<file path="src/hw/rtl/sbhc_pkg.sv">
// Shared constants, codes and types of the stepper bar height controller.
`timescale 1ns / 1ps

package sbhc_pkg;

	// Number of bars in the installation and width of the position counter.
	localparam int BAR_COUNT = 16;
	localparam int POS_BITS  = 16;

	// 100 < 2^7, so the scaled position fits in POS_BITS + 7 bits.
	localparam int DIV_W     = POS_BITS + 7;
	localparam int DIV_CNT_W = $clog2(DIV_W);

	localparam int CFG_IDX_W  = 2;
	localparam int CFG_DATA_W = 16;

	typedef enum logic [CFG_IDX_W-1:0] {
		CFG_REVERSE      = 2'd0,
		CFG_BAR_INDEX    = 2'd1,
		CFG_SWING_PERIOD = 2'd2
	} cfg_reg_t;

	typedef enum logic [1:0] {
		OP_TICK    = 2'd0,
		OP_SET     = 2'd1,
		OP_RESTART = 2'd2
	} op_t;

	typedef enum logic [1:0] {
		MODE_PERCENT  = 2'd0,
		MODE_SWING    = 2'd1,
		MODE_VIBRATE  = 2'd2,
		MODE_IMMOBILE = 2'd3
	} mode_t;

	typedef enum logic [1:0] {
		STEP_NONE = 2'd0,
		STEP_POS  = 2'd1,
		STEP_NEG  = 2'd2
	} step_t;

	typedef enum logic [1:0] {
		PH_SEEK_BOTTOM = 2'd0,
		PH_SEEK_TOP    = 2'd1,
		PH_RETURN      = 2'd2,
		PH_DONE        = 2'd3
	} phase_t;

	typedef enum logic [1:0] {
		ST_IDLE,
		ST_DIV,
		ST_EXEC
	} ctl_state_t;

	typedef struct packed {
		logic                start;
		logic [DIV_W-1:0]    dividend;
		logic [POS_BITS-1:0] divisor;
	} div_req_t;

	typedef struct packed {
		logic             done;
		logic [DIV_W-1:0] quotient;
	} div_rsp_t;

endpackage

</file>
<file path="src/hw/rtl/sbhc_if.sv">
// Word channels of the stepper bar height controller: command in, status out.
`timescale 1ns / 1ps

interface sbhc_cmd_if;
	logic              valid;
	logic              ready;
	logic [1:0]        opcode;
	logic [31:0]       now_ms;
	logic              bottom_pressed;
	logic              top_pressed;
	logic              voice_pressed;
	logic [1:0]        order_mode;
	logic signed [8:0] order_percent;

	modport source (
		output valid, opcode, now_ms, bottom_pressed, top_pressed, voice_pressed,
			order_mode, order_percent,
		input ready
	);
	modport sink (
		input valid, opcode, now_ms, bottom_pressed, top_pressed, voice_pressed,
			order_mode, order_percent,
		output ready
	);
endinterface

interface sbhc_status_if;
	logic              valid;
	logic              ready;
	logic [1:0]        step_cmd;
	logic              power_on;
	logic              moving;
	logic              calibrated;
	logic signed [7:0] height_pct;
	logic              voice_event;
	logic [7:0]        voice_code;

	modport source (
		output valid, step_cmd, power_on, moving, calibrated, height_pct, voice_event,
			voice_code,
		input ready
	);
	modport sink (
		input valid, step_cmd, power_on, moving, calibrated, height_pct, voice_event,
			voice_code,
		output ready
	);
endinterface

</file>
<file path="src/hw/rtl/sbhc_div.sv">
// Restoring bit-serial divider for the height percent, one quotient bit per cycle.
`timescale 1ns / 1ps

module sbhc_div (
	input  logic                clk,
	input  logic                arst_n,
	input  sbhc_pkg::div_req_t  req,
	output sbhc_pkg::div_rsp_t  rsp
);

	logic                                busy_q;
	logic                                done_q;
	logic [sbhc_pkg::DIV_CNT_W-1:0]      count_q;
	logic [sbhc_pkg::DIV_W-1:0]          quo_q;
	logic [sbhc_pkg::POS_BITS-1:0]       rem_q;
	logic [sbhc_pkg::POS_BITS-1:0]       dvsr_q;

	logic [sbhc_pkg::POS_BITS:0]         shifted;
	logic [sbhc_pkg::POS_BITS:0]         diff;
	logic                                ge;

	// The partial remainder stays below the divisor, so the shifted value
	// stays below twice the divisor and one subtract settles each bit.
	assign shifted = {rem_q, quo_q[sbhc_pkg::DIV_W-1]};
	assign diff    = shifted - {1'b0, dvsr_q};
	assign ge      = (shifted >= {1'b0, dvsr_q});

	always_ff @(posedge clk or negedge arst_n) begin
		if (!arst_n) begin
			busy_q  <= 1'b0;
			done_q  <= 1'b0;
			count_q <= '0;
		end else begin
			done_q <= 1'b0;
			if (req.start) begin
				busy_q  <= 1'b1;
				count_q <= '0;
			end else if (busy_q) begin
				count_q <= count_q + 1'b1;
				if (count_q == sbhc_pkg::DIV_CNT_W'(sbhc_pkg::DIV_W - 1)) begin
					busy_q <= 1'b0;
					done_q <= 1'b1;
				end
			end
		end
	end

	always_ff @(posedge clk) begin
		if (req.start) begin
			quo_q  <= req.dividend;
			rem_q  <= '0;
			dvsr_q <= req.divisor;
		end else if (busy_q) begin
			rem_q <= ge ? diff[sbhc_pkg::POS_BITS-1:0] : shifted[sbhc_pkg::POS_BITS-1:0];
			quo_q <= {quo_q[sbhc_pkg::DIV_W-2:0], ge};
		end
	end

	assign rsp.done     = done_q;
	assign rsp.quotient = quo_q;

endmodule

</file>
<file path="src/hw/rtl/stepper_bar_height_controller.sv">
// Top level of the stepper bar height controller: sequencer, state and result register.
// A calibrated control tick starts the height divider on acceptance, waits in ST_DIV for its
// answer, then executes and writes the result register; every other word goes from
// acceptance straight to execution. Execution waits while the result register is full,
// and the next word is taken only once the sequencer is back in idle.
// Reset (arst_n low, asynchronous) returns the bar to homing from the bottom switch,
// with motor power on, percent mode, swing period 500 ms and no result pending.
`timescale 1ns / 1ps

module stepper_bar_height_controller (
	input  logic                                 clk,
	input  logic                                 arst_n,
	sbhc_cmd_if.sink                             cmd,
	sbhc_status_if.source                        status,
	input  logic                                 cfg_we,
	input  logic [sbhc_pkg::CFG_IDX_W-1:0]       cfg_index,
	input  logic [sbhc_pkg::CFG_DATA_W-1:0]      cfg_wdata
);

	localparam int PB = sbhc_pkg::POS_BITS;

	// Configuration registers.
	logic        rev_q;
	logic [3:0]  bar_idx_q;
	logic [15:0] period_q;

	// Controller state.
	sbhc_pkg::ctl_state_t state_q, state_d;
	sbhc_pkg::phase_t     phase_q, phase_d;
	sbhc_pkg::mode_t      mode_q, mode_d;
	logic [PB-1:0]        pos_q, pos_d;
	logic [PB-1:0]        span_q, span_d;
	logic [7:0]           height_q, height_d;
	logic [6:0]           target_q, target_d;
	logic                 swing_act_q, swing_act_d;
	logic                 osc_dir_q, osc_dir_d;
	logic [31:0]          origin_q, origin_d;
	logic                 voice_held_q, voice_held_d;
	logic                 power_q, power_d;

	// Captured command word.
	sbhc_pkg::op_t        op_q;
	logic [31:0]          now_q;
	logic                 bot_q;
	logic                 top_q;
	logic                 voice_q;
	logic [1:0]           omode_q;
	logic signed [8:0]    opct_q;

	// Result register.
	logic                 out_valid_q;
	sbhc_pkg::step_t      out_step_q;
	logic                 out_power_q;
	logic                 out_moving_q;
	logic                 out_calib_q;
	logic [7:0]           out_height_q;
	logic                 out_vev_q;
	logic [7:0]           out_vcode_q;

	// Sequencer controls.
	logic                 cmd_ready;
	logic                 accept;
	logic                 need_div;
	logic                 exec_fire;

	// Divider link.
	sbhc_pkg::div_req_t   div_req;
	sbhc_pkg::div_rsp_t   div_rsp;

	// Per-word combinational results.
	sbhc_pkg::step_t      step_d;
	logic                 moving_d;
	logic                 vev_d;
	logic [7:0]           vcode_d;

	logic [PB-1:0]                 pos_mag;
	logic [sbhc_pkg::DIV_W-1:0]    scaled;
	logic [7:0]                    h_calc;
	logic [PB-1:0]                 pos_up;
	logic [PB-1:0]                 pos_dn;
	sbhc_pkg::step_t               code_up;
	sbhc_pkg::step_t               code_dn;
	logic [6:0]                    clamp_pct;
	logic                          swing_due;
	logic [8:0]                    vcode_wide;

	//------------------------------------------------------------------
	// Configuration writes. Index three has no register and is dropped.
	//------------------------------------------------------------------
	always_ff @(posedge clk or negedge arst_n) begin
		if (!arst_n) begin
			rev_q     <= 1'b0;
			bar_idx_q <= 4'd0;
			period_q  <= 16'd500;
		end else if (cfg_we) begin
			case (sbhc_pkg::cfg_reg_t'(cfg_index))
				sbhc_pkg::CFG_REVERSE:      rev_q     <= cfg_wdata[0];
				sbhc_pkg::CFG_BAR_INDEX:    bar_idx_q <= cfg_wdata[3:0];
				sbhc_pkg::CFG_SWING_PERIOD: period_q  <= cfg_wdata[15:0];
				default: ;
			endcase
		end
	end

	//------------------------------------------------------------------
	// Sequencer. A calibrated control tick needs the height of the
	// position before this tick's step, so the divider is started on the
	// acceptance edge from the stored position and span.
	//------------------------------------------------------------------
	assign need_div = (sbhc_pkg::op_t'(cmd.opcode) == sbhc_pkg::OP_TICK) &&
		(phase_q == sbhc_pkg::PH_DONE) && (span_q != '0);

	always_comb begin
		state_d = state_q;
		case (state_q)
			sbhc_pkg::ST_IDLE: begin
				if (accept) begin
					state_d = need_div ? sbhc_pkg::ST_DIV : sbhc_pkg::ST_EXEC;
				end
			end
			sbhc_pkg::ST_DIV: begin
				if (div_rsp.done) begin
					state_d = sbhc_pkg::ST_EXEC;
				end
			end
			sbhc_pkg::ST_EXEC: begin
				if (exec_fire) begin
					state_d = sbhc_pkg::ST_IDLE;
				end
			end
			default: state_d = sbhc_pkg::ST_IDLE;
		endcase
	end

	// The update is committed only when the result register can take the
	// word, which keeps a stalled consumer from losing a result.
	always_comb begin
		cmd_ready = (state_q == sbhc_pkg::ST_IDLE);
		exec_fire = (state_q == sbhc_pkg::ST_EXEC) && (!out_valid_q || status.ready);
	end

	assign cmd.ready = cmd_ready;
	assign accept    = cmd.valid && cmd_ready;

	always_ff @(posedge clk or negedge arst_n) begin
		if (!arst_n) begin
			state_q <= sbhc_pkg::ST_IDLE;
		end else begin
			state_q <= state_d;
		end
	end

	always_ff @(posedge clk) begin
		if (accept) begin
			op_q    <= sbhc_pkg::op_t'(cmd.opcode);
			now_q   <= cmd.now_ms;
			bot_q   <= cmd.bottom_pressed;
			top_q   <= cmd.top_pressed;
			voice_q <= cmd.voice_pressed;
			omode_q <= cmd.order_mode;
			opct_q  <= cmd.order_percent;
		end
	end

	//------------------------------------------------------------------
	// Height divider: |position| * 100 / span, the sign handled outside.
	// The magnitude of the most negative position still fits unsigned.
	//------------------------------------------------------------------
	assign pos_mag = pos_q[PB-1] ? (~pos_q + 1'b1) : pos_q;
	assign scaled  = (sbhc_pkg::DIV_W'(pos_mag) << 6) + (sbhc_pkg::DIV_W'(pos_mag) << 5) +
		(sbhc_pkg::DIV_W'(pos_mag) << 2);

	assign div_req.start    = accept && need_div;
	assign div_req.dividend = scaled;
	assign div_req.divisor  = span_q;

	sbhc_div u_div (
		.clk    (clk),
		.arst_n (arst_n),
		.req    (div_req),
		.rsp    (div_rsp)
	);

	// Truncated quotient saturated to a signed byte; a zero span reads as zero.
	always_comb begin
		h_calc = 8'd0;
		if (span_q != '0) begin
			if (!pos_q[PB-1]) begin
				h_calc = (div_rsp.quotient > sbhc_pkg::DIV_W'(127)) ? 8'd127 :
					div_rsp.quotient[7:0];
			end else begin
				h_calc = (div_rsp.quotient > sbhc_pkg::DIV_W'(128)) ? 8'h80 :
					(~div_rsp.quotient[7:0] + 8'd1);
			end
		end
	end

	//------------------------------------------------------------------
	// Word execution.
	//------------------------------------------------------------------
	assign pos_up  = pos_q + 1'b1;
	assign pos_dn  = pos_q - 1'b1;
	assign code_up = rev_q ? sbhc_pkg::STEP_NEG : sbhc_pkg::STEP_POS;
	assign code_dn = rev_q ? sbhc_pkg::STEP_POS : sbhc_pkg::STEP_NEG;

	always_comb begin
		if (opct_q > 9'sd100) begin
			clamp_pct = 7'd100;
		end else if (opct_q < 9'sd0) begin
			clamp_pct = 7'd0;
		end else begin
			clamp_pct = opct_q[6:0];
		end
	end

	// The swing deadline is compared in 33 bits so that it never wraps.
	assign swing_due  = {1'b0, now_q} > ({1'b0, origin_q} + {17'd0, period_q});
	assign vcode_wide = 9'(sbhc_pkg::BAR_COUNT) - {5'd0, bar_idx_q} - 9'd1;

	always_comb begin
		phase_d      = phase_q;
		mode_d       = mode_q;
		pos_d        = pos_q;
		span_d       = span_q;
		height_d     = height_q;
		target_d     = target_q;
		swing_act_d  = swing_act_q;
		osc_dir_d    = osc_dir_q;
		origin_d     = origin_q;
		voice_held_d = voice_held_q;
		power_d      = power_q;
		step_d       = sbhc_pkg::STEP_NONE;
		moving_d     = 1'b0;
		vev_d        = 1'b0;
		vcode_d      = 8'd0;

		case (op_q)
			sbhc_pkg::OP_SET: begin
				mode_d = sbhc_pkg::mode_t'(omode_q);
				if (sbhc_pkg::mode_t'(omode_q) == sbhc_pkg::MODE_PERCENT) begin
					target_d = clamp_pct;
				end
			end
			sbhc_pkg::OP_RESTART: begin
				phase_d = sbhc_pkg::PH_SEEK_BOTTOM;
				pos_d   = '0;
				span_d  = '0;
				power_d = 1'b1;
			end
			sbhc_pkg::OP_TICK: begin
				case (phase_q)
					sbhc_pkg::PH_SEEK_BOTTOM: begin
						step_d = code_dn;
						pos_d  = pos_dn;
						if (bot_q) begin
							phase_d = sbhc_pkg::PH_SEEK_TOP;
						end
					end
					sbhc_pkg::PH_SEEK_TOP: begin
						step_d = code_up;
						pos_d  = pos_up;
						if (span_q != '1) begin
							span_d = span_q + 1'b1;
						end
						if (top_q) begin
							phase_d = sbhc_pkg::PH_RETURN;
						end
					end
					sbhc_pkg::PH_RETURN: begin
						step_d = code_dn;
						pos_d  = pos_dn;
						// At the bottom the position is zeroed, so the height is zero.
						if (bot_q) begin
							phase_d  = sbhc_pkg::PH_DONE;
							pos_d    = '0;
							height_d = 8'd0;
							power_d  = 1'b0;
						end
					end
					default: begin
						height_d = h_calc;
						case (mode_q)
							sbhc_pkg::MODE_SWING: begin
								power_d = 1'b1;
								step_d  = osc_dir_q ? code_dn : code_up;
								pos_d   = osc_dir_q ? pos_dn : pos_up;
								if (!swing_act_q) begin
									// A fresh swing starts its period now and
									// cannot be due on the same tick.
									swing_act_d = 1'b1;
									origin_d    = now_q;
								end else if (swing_due) begin
									origin_d  = now_q;
									osc_dir_d = ~osc_dir_q;
								end
							end
							sbhc_pkg::MODE_VIBRATE: begin
								power_d     = 1'b1;
								step_d      = osc_dir_q ? code_dn : code_up;
								pos_d       = osc_dir_q ? pos_dn : pos_up;
								osc_dir_d   = ~osc_dir_q;
								swing_act_d = 1'b0;
							end
							sbhc_pkg::MODE_IMMOBILE: begin
								power_d     = 1'b0;
								swing_act_d = 1'b0;
							end
							default: begin
								if (($signed(h_calc) > $signed({1'b0, target_q})) && !bot_q) begin
									power_d  = 1'b1;
									step_d   = code_dn;
									pos_d    = pos_dn;
									moving_d = 1'b1;
								end else if (($signed(h_calc) < $signed({1'b0, target_q})) &&
									!top_q) begin
									power_d  = 1'b1;
									step_d   = code_up;
									pos_d    = pos_up;
									moving_d = 1'b1;
								end else begin
									power_d = 1'b0;
								end
							end
						endcase
						// One event per press of the voice button.
						if (voice_q) begin
							if (!voice_held_q) begin
								voice_held_d = 1'b1;
								vev_d        = 1'b1;
								vcode_d      = vcode_wide[7:0];
							end
						end else begin
							voice_held_d = 1'b0;
						end
					end
				endcase
			end
			default: ;
		endcase
	end

	always_ff @(posedge clk or negedge arst_n) begin
		if (!arst_n) begin
			phase_q      <= sbhc_pkg::PH_SEEK_BOTTOM;
			mode_q       <= sbhc_pkg::MODE_PERCENT;
			pos_q        <= '0;
			span_q       <= '0;
			height_q     <= 8'd0;
			target_q     <= 7'd0;
			swing_act_q  <= 1'b0;
			osc_dir_q    <= 1'b0;
			origin_q     <= 32'd0;
			voice_held_q <= 1'b0;
			power_q      <= 1'b1;
		end else if (exec_fire) begin
			phase_q      <= phase_d;
			mode_q       <= mode_d;
			pos_q        <= pos_d;
			span_q       <= span_d;
			height_q     <= height_d;
			target_q     <= target_d;
			swing_act_q  <= swing_act_d;
			osc_dir_q    <= osc_dir_d;
			origin_q     <= origin_d;
			voice_held_q <= voice_held_d;
			power_q      <= power_d;
		end
	end

	//------------------------------------------------------------------
	// Result register: holds one word until the consumer takes it.
	//------------------------------------------------------------------
	always_ff @(posedge clk or negedge arst_n) begin
		if (!arst_n) begin
			out_valid_q <= 1'b0;
		end else if (exec_fire) begin
			out_valid_q <= 1'b1;
		end else if (status.ready) begin
			out_valid_q <= 1'b0;
		end
	end

	always_ff @(posedge clk) begin
		if (exec_fire) begin
			out_step_q   <= step_d;
			out_power_q  <= power_d;
			out_moving_q <= moving_d;
			out_calib_q  <= (phase_d == sbhc_pkg::PH_DONE);
			out_height_q <= height_d;
			out_vev_q    <= vev_d;
			out_vcode_q  <= vcode_d;
		end
	end

	assign status.valid       = out_valid_q;
	assign status.step_cmd    = out_step_q;
	assign status.power_on    = out_power_q;
	assign status.moving      = out_moving_q;
	assign status.calibrated  = out_calib_q;
	assign status.height_pct  = out_height_q;
	assign status.voice_event = out_vev_q;
	assign status.voice_code  = out_vcode_q;

	//------------------------------------------------------------------
	// Assertions.
	//------------------------------------------------------------------

	// Finishing homing always counts at least one step of span.
	a_span_nonzero: assert property (@(posedge clk) disable iff (!arst_n)
		(phase_q == sbhc_pkg::PH_DONE) |-> (span_q != '0))
		else $error("calibrated with a zero span");

	// Regulation and voice events only happen once the bar is calibrated.
	a_uncal_quiet: assert property (@(posedge clk) disable iff (!arst_n)
		(status.valid && !status.calibrated) |-> (!status.moving && !status.voice_event))
		else $error("regulation output before calibration");

	// A regulated move always carries a motor step.
	a_moving_steps: assert property (@(posedge clk) disable iff (!arst_n)
		(status.valid && status.moving) |->
			(status.step_cmd == sbhc_pkg::STEP_POS || status.step_cmd == sbhc_pkg::STEP_NEG))
		else $error("moving without a step");

	// The divider answer leads straight to execution of the word.
	a_div_to_exec: assert property (@(posedge clk) disable iff (!arst_n)
		(state_q == sbhc_pkg::ST_DIV && div_rsp.done) |=> (state_q == sbhc_pkg::ST_EXEC))
		else $error("divider result not taken");

	// The divider is only started while no word is in progress.
	a_div_start_idle: assert property (@(posedge clk) disable iff (!arst_n)
		div_req.start |-> (state_q == sbhc_pkg::ST_IDLE))
		else $error("divider started during a word");

endmodule
</file>
<file path="src/flat_wrapper.sv">
// flat-port wrapper written by rule: the top's interface ports become plain ports
module stepper_bar_height_controller_flat 
  (clk, arst_n, cfg_we, cfg_index, cfg_wdata, cmd_valid, cmd_opcode, cmd_now_ms, cmd_bottom_pressed, cmd_top_pressed, cmd_voice_pressed, cmd_order_mode, cmd_order_percent, cmd_ready, status_valid, status_step_cmd, status_power_on, status_moving, status_calibrated, status_height_pct, status_voice_event, status_voice_code, status_ready);
  sbhc_cmd_if cmd_i ();
  sbhc_status_if status_i ();
  input  logic clk;
  input  logic arst_n;
  input  logic cfg_we;
  input  logic [sbhc_pkg::CFG_IDX_W-1:0] cfg_index;
  input  logic [sbhc_pkg::CFG_DATA_W-1:0] cfg_wdata;
  input wire logic [$bits(cmd_i.valid)-1:0] cmd_valid;
  input wire logic [$bits(cmd_i.opcode)-1:0] cmd_opcode;
  input wire logic [$bits(cmd_i.now_ms)-1:0] cmd_now_ms;
  input wire logic [$bits(cmd_i.bottom_pressed)-1:0] cmd_bottom_pressed;
  input wire logic [$bits(cmd_i.top_pressed)-1:0] cmd_top_pressed;
  input wire logic [$bits(cmd_i.voice_pressed)-1:0] cmd_voice_pressed;
  input wire logic [$bits(cmd_i.order_mode)-1:0] cmd_order_mode;
  input wire logic [$bits(cmd_i.order_percent)-1:0] cmd_order_percent;
  output wire logic [$bits(cmd_i.ready)-1:0] cmd_ready;
  output wire logic [$bits(status_i.valid)-1:0] status_valid;
  output wire logic [$bits(status_i.step_cmd)-1:0] status_step_cmd;
  output wire logic [$bits(status_i.power_on)-1:0] status_power_on;
  output wire logic [$bits(status_i.moving)-1:0] status_moving;
  output wire logic [$bits(status_i.calibrated)-1:0] status_calibrated;
  output wire logic [$bits(status_i.height_pct)-1:0] status_height_pct;
  output wire logic [$bits(status_i.voice_event)-1:0] status_voice_event;
  output wire logic [$bits(status_i.voice_code)-1:0] status_voice_code;
  input wire logic [$bits(status_i.ready)-1:0] status_ready;
  assign cmd_i.valid = cmd_valid;
  assign cmd_i.opcode = cmd_opcode;
  assign cmd_i.now_ms = cmd_now_ms;
  assign cmd_i.bottom_pressed = cmd_bottom_pressed;
  assign cmd_i.top_pressed = cmd_top_pressed;
  assign cmd_i.voice_pressed = cmd_voice_pressed;
  assign cmd_i.order_mode = cmd_order_mode;
  assign cmd_i.order_percent = cmd_order_percent;
  assign cmd_ready = cmd_i.ready;
  assign status_valid = status_i.valid;
  assign status_step_cmd = status_i.step_cmd;
  assign status_power_on = status_i.power_on;
  assign status_moving = status_i.moving;
  assign status_calibrated = status_i.calibrated;
  assign status_height_pct = status_i.height_pct;
  assign status_voice_event = status_i.voice_event;
  assign status_voice_code = status_i.voice_code;
  assign status_i.ready = status_ready;
  stepper_bar_height_controller u_core (.clk(clk), .arst_n(arst_n), .cmd(cmd_i), .status(status_i), .cfg_we(cfg_we), .cfg_index(cfg_index), .cfg_wdata(cfg_wdata));
endmodule
</file>
<file path="config.mk">
export PLATFORM = sky130hd
export DESIGN_NAME = stepper_bar_height_controller_flat
export DESIGN_NICKNAME = d
export VERILOG_FILES = /design/src/hw/rtl/sbhc_pkg.sv /design/src/hw/rtl/sbhc_if.sv /design/src/hw/rtl/sbhc_div.sv /design/src/hw/rtl/stepper_bar_height_controller.sv /design/src/flat_wrapper.sv
export SDC_FILE = /design/constraint.sdc
export NUM_CORES = 1
export LEC_CHECK = 0
export ABC_CLOCK_PERIOD_IN_PS = 14100
export BUFFER_PORTS_ARGS = -buffer_cell sky130_fd_sc_hd__buf_2
export CAP_MARGIN = 20
export CORE_ASPECT_RATIO = 1.1
export CORE_MARGIN = 2
export CORE_UTILIZATION = 65
export DETAILED_ROUTE_END_ITERATION = 12
export GPL_ROUTABILITY_DRIVEN = 0
export GPL_TIMING_DRIVEN = 0
export PLACE_DENSITY = 0.92
export SLEW_MARGIN = 5
export SYNTH_ARGS = -nofsm -noshare
export SYNTH_HDL_FRONTEND = slang
export SYNTH_SLANG_ARGS = --single-unit
</file>
<file path="constraint.sdc">
create_clock -name clk -period 14.1 [get_ports clk]
set_clock_uncertainty 0.05 [all_clocks]
set_input_delay 2.115 -clock clk [delete_from_list [all_inputs] [get_ports clk]]
set_output_delay 2.115 -clock clk [all_outputs]
set_load 0.005 [all_outputs]
</file>
==> results of run 1 <==
==> state kept, by name, indices dropped and copies added (netlist names), 4 cells and up <==
name / flops
u_core.now_q: 32
u_core.target_q: 7
u_core.span_q: 16
u_core.pos_q: 16
u_core.u_div.quo_q: 23
u_core.height_q: 8
u_core.opct_q: 9
u_core.u_div.dvsr_q: 16
u_core.u_div.rem_q: 16
u_core.bar_idx_q: 4
u_core.status.height_pct: 8
u_core.u_div.count_q: 5
u_core.period_q: 16
u_core.status.voice_code: 8
u_core.origin_q: 32
==> worst max-delay path, cell delays in order (launching register included) <==
cell      delay [ps]
dfrtp_1          390
ha_1             220
inv_1             80
fa_1             220
nor2b_1           90
o31a_1           300
o41ai_1          510
a31oi_1          330
a21oi_1          740
nor2_1           150
xnor2_1          180
ha_1             310
nand4_1          130
nor4_1           690
o211ai_1         220
a31oi_1          300
o21ai_0          130
a21oi_1          570
buf_2            410
mux2_2           390
==> layer usage <==
metal | track usage (%) | part of all wire, % | wire [um]
met4 | 11.8 | 4.0 | 1500
met1 | 36.5 | 37 | 13700
met3 | 5.06 | 7.8 | 2920
met2 | 55.8 | 51 | 19100
met5 | 0 | 0.032 | 12
==> power by group through the flow <==
stage	sequential (mW)	clock, mW	combinational (mW)
after floorplan	1.00	0	1.83
after global placement	1.03	0	2.19
after detailed placement	1.04	0	2.31
after CTS	1.03	0.665	2.34
after global routing	1.05	0.690	2.64
final	1.04	0.660	2.38
==> cells by family (layout without fill, tap and decap cells) <==
kind of cell | count (synthesis) | count (layout) | synth area share, %
AND/OR/NAND/NOR | 464 | 464 | 15.2
multiplexers | 78 | 78 | 5.79
flip-flops | 243 | 243 | 43.7
adder cells (fa/ha/maj) | 120 | 120 | 10.8
buffers and inverters | 143 | 287 | 3.74
other | 0 | 1 | 0
XOR/XNOR | 104 | 104 | 6.08
AO/OA/AOI/OAI | 340 | 340 | 14.7
==> placed cells by master (no fill, tap or decap), types with 16 or more instances in the layout <==
master | netlist | final
clkbuf_16 | 0 | 25
nor3_1 | 34 | 34
xor2_1 | 49 | 49
nor2_1 | 112 | 112
o21ai_0 | 93 | 93
dfrtp_1 | 111 | 111
edfxtp_1 | 109 | 109
xnor2_1 | 55 | 55
inv_1 | 87 | 87
nand3_1 | 39 | 39
nand2b_1 | 18 | 18
clkbuf_1 | 43 | 48
nand2_1 | 127 | 127
mux2_2 | 65 | 65
a21o_1 | 19 | 19
ha_1 | 105 | 105
dfxtp_1 | 16 | 16
nand4_1 | 30 | 30
a21oi_1 | 85 | 85
buf_2 | 4 | 98
==> Yosys cell counts, types with 6 or more instances <==
master / count
nand2_1: 127
nor2_1: 112
dfrtp_1: 111
edfxtp_1: 109
ha_1: 105
o21ai_0: 93
inv_1: 87
a21oi_1: 85
mux2_2: 65
xnor2_1: 55
xor2_1: 49
clkbuf_1: 43
nand3_1: 39
nor3_1: 34
nand4_1: 30
a21o_1: 19
nand2b_1: 18
dfxtp_1: 16
nor2b_1: 16
and3_1: 15
fa_1: 15
nor4_1: 15
o31ai_1: 14
a22o_1: 13
or3_1: 13
a31oi_1: 12
mux2i_1: 12
a211oi_1: 11
a221oi_1: 10
o21a_1: 10
o21ai_1: 9
and2_1: 8
dfstp_2: 7
nand3b_1: 7
or2_2: 7
nor3b_1: 6
==> metrics by stage <==
stage | hold slack (ps) | utilization (%)
final | 425 | 73.6
after global routing | 437 | 73.6
after CTS | 425 | 73.5
after detailed placement | 411 | 70.0
after global placement | 395 | 69.5
after floorplan | 386 | -
==> worst paths after layout <==
kind / start / endpoint / slack [ps] / cells past startpoint
max: u_core.origin_q[0]$_DFFE_PN0P_ / u_core.origin_q[8]$_DFFE_PN0P_ / 7570 / 19
min: u_core.u_div.rem_q[15]$_SDFFE_PP0P_ / u_core.u_div.rem_q[15]$_SDFFE_PP0P_ / 430 / 1
max reg2reg: u_core.origin_q[0]$_DFFE_PN0P_ / u_core.origin_q[8]$_DFFE_PN0P_ / 7570 / 19
min reg2reg: u_core.u_div.rem_q[15]$_SDFFE_PP0P_ / u_core.u_div.rem_q[15]$_SDFFE_PP0P_ / 430 / 1
max in group asynchronous: arst_n / u_core.period_q[8]$_DFFE_PN1P_ / 11750 / 2
min in group asynchronous: arst_n / u_core.bar_idx_q[3]$_DFFE_PN0P_ / 1500 / 1
==> layout make-up <==
class,count,area share (%)
antenna,1,0.0149
sequential,243,39.1
clock buffer,35,4.19
multi-input combinational,1106,47.0
timing repair buffer,99,3.46
buffer,55,1.38
inverter,88,1.97
clock inverter,10,0.657
tap,300,2.24
==> flow_summary.ini, run 1 <==
[logic_synthesis]
synth_edf_count = 109
synth_top_area_share_pct = 21.8
synth_nets = 1683
synthDistinctLibCells = 81
synthCells = 1492
synth.yosys.seq_area_share_pct = 43.7
syn_area_um2 = 15000
synthArstFlopShare_pct = 48.6
ys_ff_latch = 243
synth_ff_type = dfrtp_1
synth_area_leaders = edfxtp_1 (22%), dfrtp_1 (19%), ha_1 (8.8%)
synth_warnings = 0
avgSynthCellArea_um2 = 10.0
synth.largest_area_cell = edfxtp_1

[layout]
layoutNonFillerInstCount = 1937
final_layout_size_suffix_gt1_share_pct = 14.5
seq_area_um2 = 6560
fillers = 1511
final_area_um2 = 16800
syn_to_final_growth_pct = 11.9
fin_nets = 1809
multi_input_area_um2 = 7880

[cts]
post_cts_buffers = 0
numCtsBuffers = 25
clk_path_buf_depth = 3
cts_sinks = 243
h-tree-depth = 1
cts_tree = yes
cts-root-buf = clkbuf_16
clk_pin_slew_ps = 60
cts.repair.resized = 0
hold_buffers = 0
worstSkewPairLatency_ps = 530

[place]
dp_cells = 1890
portBuffers = 94
hpwl_mm = 26.7
pre_cts_slack_ps = 7810
place_area_um2 = 15900

[sta]
setup_viol = 0
min_period_over_period_pct = 46.3
worst_slack_ps = 7570
worstMarginPinSlew_ps = 927
hold_violations = 0
period_minus_slack_ps = 6530
fmax_mhz = 153
slew_violations = 0
setup-tns-final_ps = 0
rsz0062_at_grt = no
max-slew-margin-rel_pct = 38.0

[routing]
drc = 0
wl_mm = 37.3
detail_route.wl_per_cell_um = 19.2
drt_iter0_drc = 1168
via_per_inst = 6.40
vias = 12402
ant_nets = 0
first_pass_iters = 9

[global_routing]
grtUsageTotal_pct = 30.7
grt_start_max_net_pins = 65
antenna_found_initial = 2
gr-total-overflow = 0
grt_pass1_vias = 12364
grt_pass1_wl_mm = 60.1

[power_and_ir_drop]
p_sw_share_pct = 44.0
power.internal_mw = 2.29
total_power_mw = 4.08
vdd_drop_max_v = 0.000196
leakage_nw = 7.16
pwr-share-seq_pct = 25.4
power_frac_comb_pct = 58.4
switchingPower_mw = 1.80
powerDensity_nw_per_um2 = 244
p_clk_share_pct = 16.2

[floorplan]
core_area_um2 = 22800
die_height_um = 163
die_x_um = 149
start_util_pct = 65.8
rows = 58
num_io_pins = 95
dieArea_um2 = 24300

[setup_path]
crit_arrival_ps = 6890
crit_fanout = 10
end_kind = register
critical_path_required_ps = 14460
path_class = reg2reg
crit_path_start_kind = register

[job]
drv_cap = 0

[run_status]
status = completed

[hold_path]
min_path_type = reg2reg
No activity file was read; power rests on OpenSTA's default activity.
==> run 2, diff against run 1 <==
--- a/config.mk
+++ b/config.mk
@@ -5,16 +5,16 @@
 export SDC_FILE = /design/constraint.sdc
 export NUM_CORES = 1
 export LEC_CHECK = 0
-export ABC_CLOCK_PERIOD_IN_PS = 14100
+export ABC_CLOCK_PERIOD_IN_PS = 6700
 export BUFFER_PORTS_ARGS = -buffer_cell sky130_fd_sc_hd__buf_2
 export CAP_MARGIN = 20
 export CORE_ASPECT_RATIO = 1.1
 export CORE_MARGIN = 2
-export CORE_UTILIZATION = 65
+export CORE_UTILIZATION = 62
 export DETAILED_ROUTE_END_ITERATION = 12
 export GPL_ROUTABILITY_DRIVEN = 0
 export GPL_TIMING_DRIVEN = 0
-export PLACE_DENSITY = 0.92
+export PLACE_DENSITY = 0.88
 export SLEW_MARGIN = 5
 export SYNTH_ARGS = -nofsm -noshare
 export SYNTH_HDL_FRONTEND = slang
==> constraint.sdc (replaced) <==
create_clock -name clk -period 6.7 [get_ports clk]
set_clock_uncertainty 0.05 [all_clocks]
set_input_delay 1.005 -clock clk [delete_from_list [all_inputs] [get_ports clk]]
set_output_delay 1.005 -clock clk [all_outputs]
set_load 0.005 [all_outputs]
==> run 2 against run 1 <==
  * Cell count rose by 0.26%
  * Count of clock-buffer cells in the layout fell by 3
  * Power rose by 110%
  * Utilization fell by 2.8 points
  * Global-route usage fell by 2.8 points
  * First-iteration DRC count fell by 22%
==> flow_summary.ini, run 2 (same netlist as run 1, synthesis figures left out) <==
[setup_path]
end_kind = register
crit_path_start_kind = register
crit_start = u_core.period_q[2]$_DFFE_PN1P_
crit_fanout = 10
r2r-start = u_core.period_q[2]$_DFFE_PN1P_
crit_arrival_ps = 6720
r2r-end = u_core.origin_q[10]$_DFFE_PN0P_
crit_path_end = u_core.origin_q[10]$_DFFE_PN0P_
path_class = reg2reg
worst_r2r_path_depth = 17
critical_path_required_ps = 7060
ff2ff_setup_slack_ps = 340

[routing]
vias = 12265
ant_nets = 0
wl_mm = 36.1
first_pass_iters = 6
drc = 0
detail_route.wl_per_cell_um = 18.6
drt_iter0_drc = 906
via_per_inst = 6.32

[cts]
post_cts_buffers = 0
cts-root-buf = clkbuf_16
hold_buffers = 0
cts_tree = yes
worstSkewPairLatency_ps = 530
clk_pin_slew_ps = 60
clk_path_buf_depth = 3
cts.repair.resized = 0
numCtsBuffers = 25
h-tree-depth = 1
cts_sinks = 243

[sta]
worstMarginPinSlew_ps = 1110
min_period_over_period_pct = 95.0
rsz0062_at_grt = no
slew_violations = 0
max-slew-margin-rel_pct = 25.0
setup-tns-final_ps = 0
fmax_mhz = 157
hold_violations = 0
setup_viol = 0
period_minus_slack_ps = 6360

[global_routing]
grt_start_max_net_pins = 78
antenna_found_initial = 3
gr-total-overflow = 0
grt_pass1_vias = 12351
grt_pass1_wl_mm = 59.1
grtUsageTotal_pct = 27.9

[layout]
fin_util_pct = 70.8
layout_commonest_cell = nand2_1
seq_area_um2 = 6560
layoutNonFillerInstCount = 1942
syn_to_final_growth_pct = 11.9
largestRegisters = u_core.now_q: 32 flops, u_core.origin_q: 32 flops, u_core.u_div.quo_q: 23 flops
fin_nets = 1807
multi_input_area_um2 = 7880
fillers = 1643
final_layout_size_suffix_gt1_share_pct = 14.3
final_cell_mix = nand2_1 (127), nor2_1 (112), dfrtp_1 (111)

[place]
portBuffers = 94
hpwl_mm = 26.1
dp_cells = 1894

[floorplan]
core_area_um2 = 23700
num_io_pins = 95
die_x_um = 152
rows = 59
start_util_pct = 63.2
dieArea_um2 = 25400
die_height_um = 167

[power_and_ir_drop]
leakage_nw = 7.16
vdd_drop_max_v = 0.000439
total_power_mw = 8.63
powerDensity_nw_per_um2 = 514

[hold_path]
min_path_type = in2async

[run_status]
status = completed

[job]
drv_cap = 0
==> run 2: critical path, cell delays in order, from the launching register on <==
cell and delay (ps):
dfstp_2 530, ha_1 270, nor2b_1 170, o31a_1 290, o41ai_1 470, a31oi_1 340
a21oi_1 680, nor2_1 130, xnor2_1 170, ha_1 300, nand4_1 130, nor4_1 780
a2bb2oi_1 250, a31oi_1 230, o21ai_0 130, a21oi_1 520, buf_2 390, mux2_2 390
==> run 2: worst min path at each step <==
stage / start / endpoint / slack, ps / cells after the start
after floorplan: u_core.u_div.done_q$_DFF_PN0_ / u_core.state_q[0]$_DFFE_PN0P_ / 390 / 1
after CTS: arst_n / u_core.origin_q[3]$_DFFE_PN0P_ / 350 / 1
after global placement: u_core.u_div.rem_q[15]$_SDFFE_PP0P_ / u_core.u_div.rem_q[15]$_SDFFE_PP0P_ / 400 / 1
final: arst_n / u_core.bar_idx_q[2]$_DFFE_PN0P_ / 340 / 1
after detailed placement: u_core.u_div.done_q$_DFF_PN0_ / u_core.state_q[0]$_DFFE_PN0P_ / 420 / 1
after global routing: arst_n / u_core.bar_idx_q[2]$_DFFE_PN0P_ / 370 / 1
==> run 2: metal layers <==
metal / GRT usage (%) / vias to the layer above / part of all wire, %
met4: 13.1 / 2 / 4.8
met5: 0 / - / 0.039
li1: - / 5691 / -
met2: 49.3 / 587 / 49
met3: 4.61 / 160 / 7.5
met1: 33.2 / 5825 / 38
==> run 2: per-stage QoR <==
step                area, um2  setup slack, ps  hold WS [ps]
finish                  16800              336           338
global route            16800              174           366
CTS                     16800              552           347
detailed placement      15900              621           417
global placement        15800            -1180           401
floorplan               15000             1290           386
==> run 2: area by class of cell <==
cell class / count / area share, %
Antenna cell: 2 / 0.0298
Buffer: 55 / 1.38
Sequential cell: 243 / 39.1
Multi-Input combinational cell: 1106 / 47.0
Tap cell: 305 / 2.28
Clock inverter: 14 / 1.04
Clock buffer: 32 / 4.07
Inverter: 88 / 1.97
Timing Repair Buffer: 97 / 3.19
==> run 2: report_power, final <==
part	internal, mW	switching [mW]
Sequential	1.92	0.258
Clock	0.873	0.595
Combinational	2.07	2.92
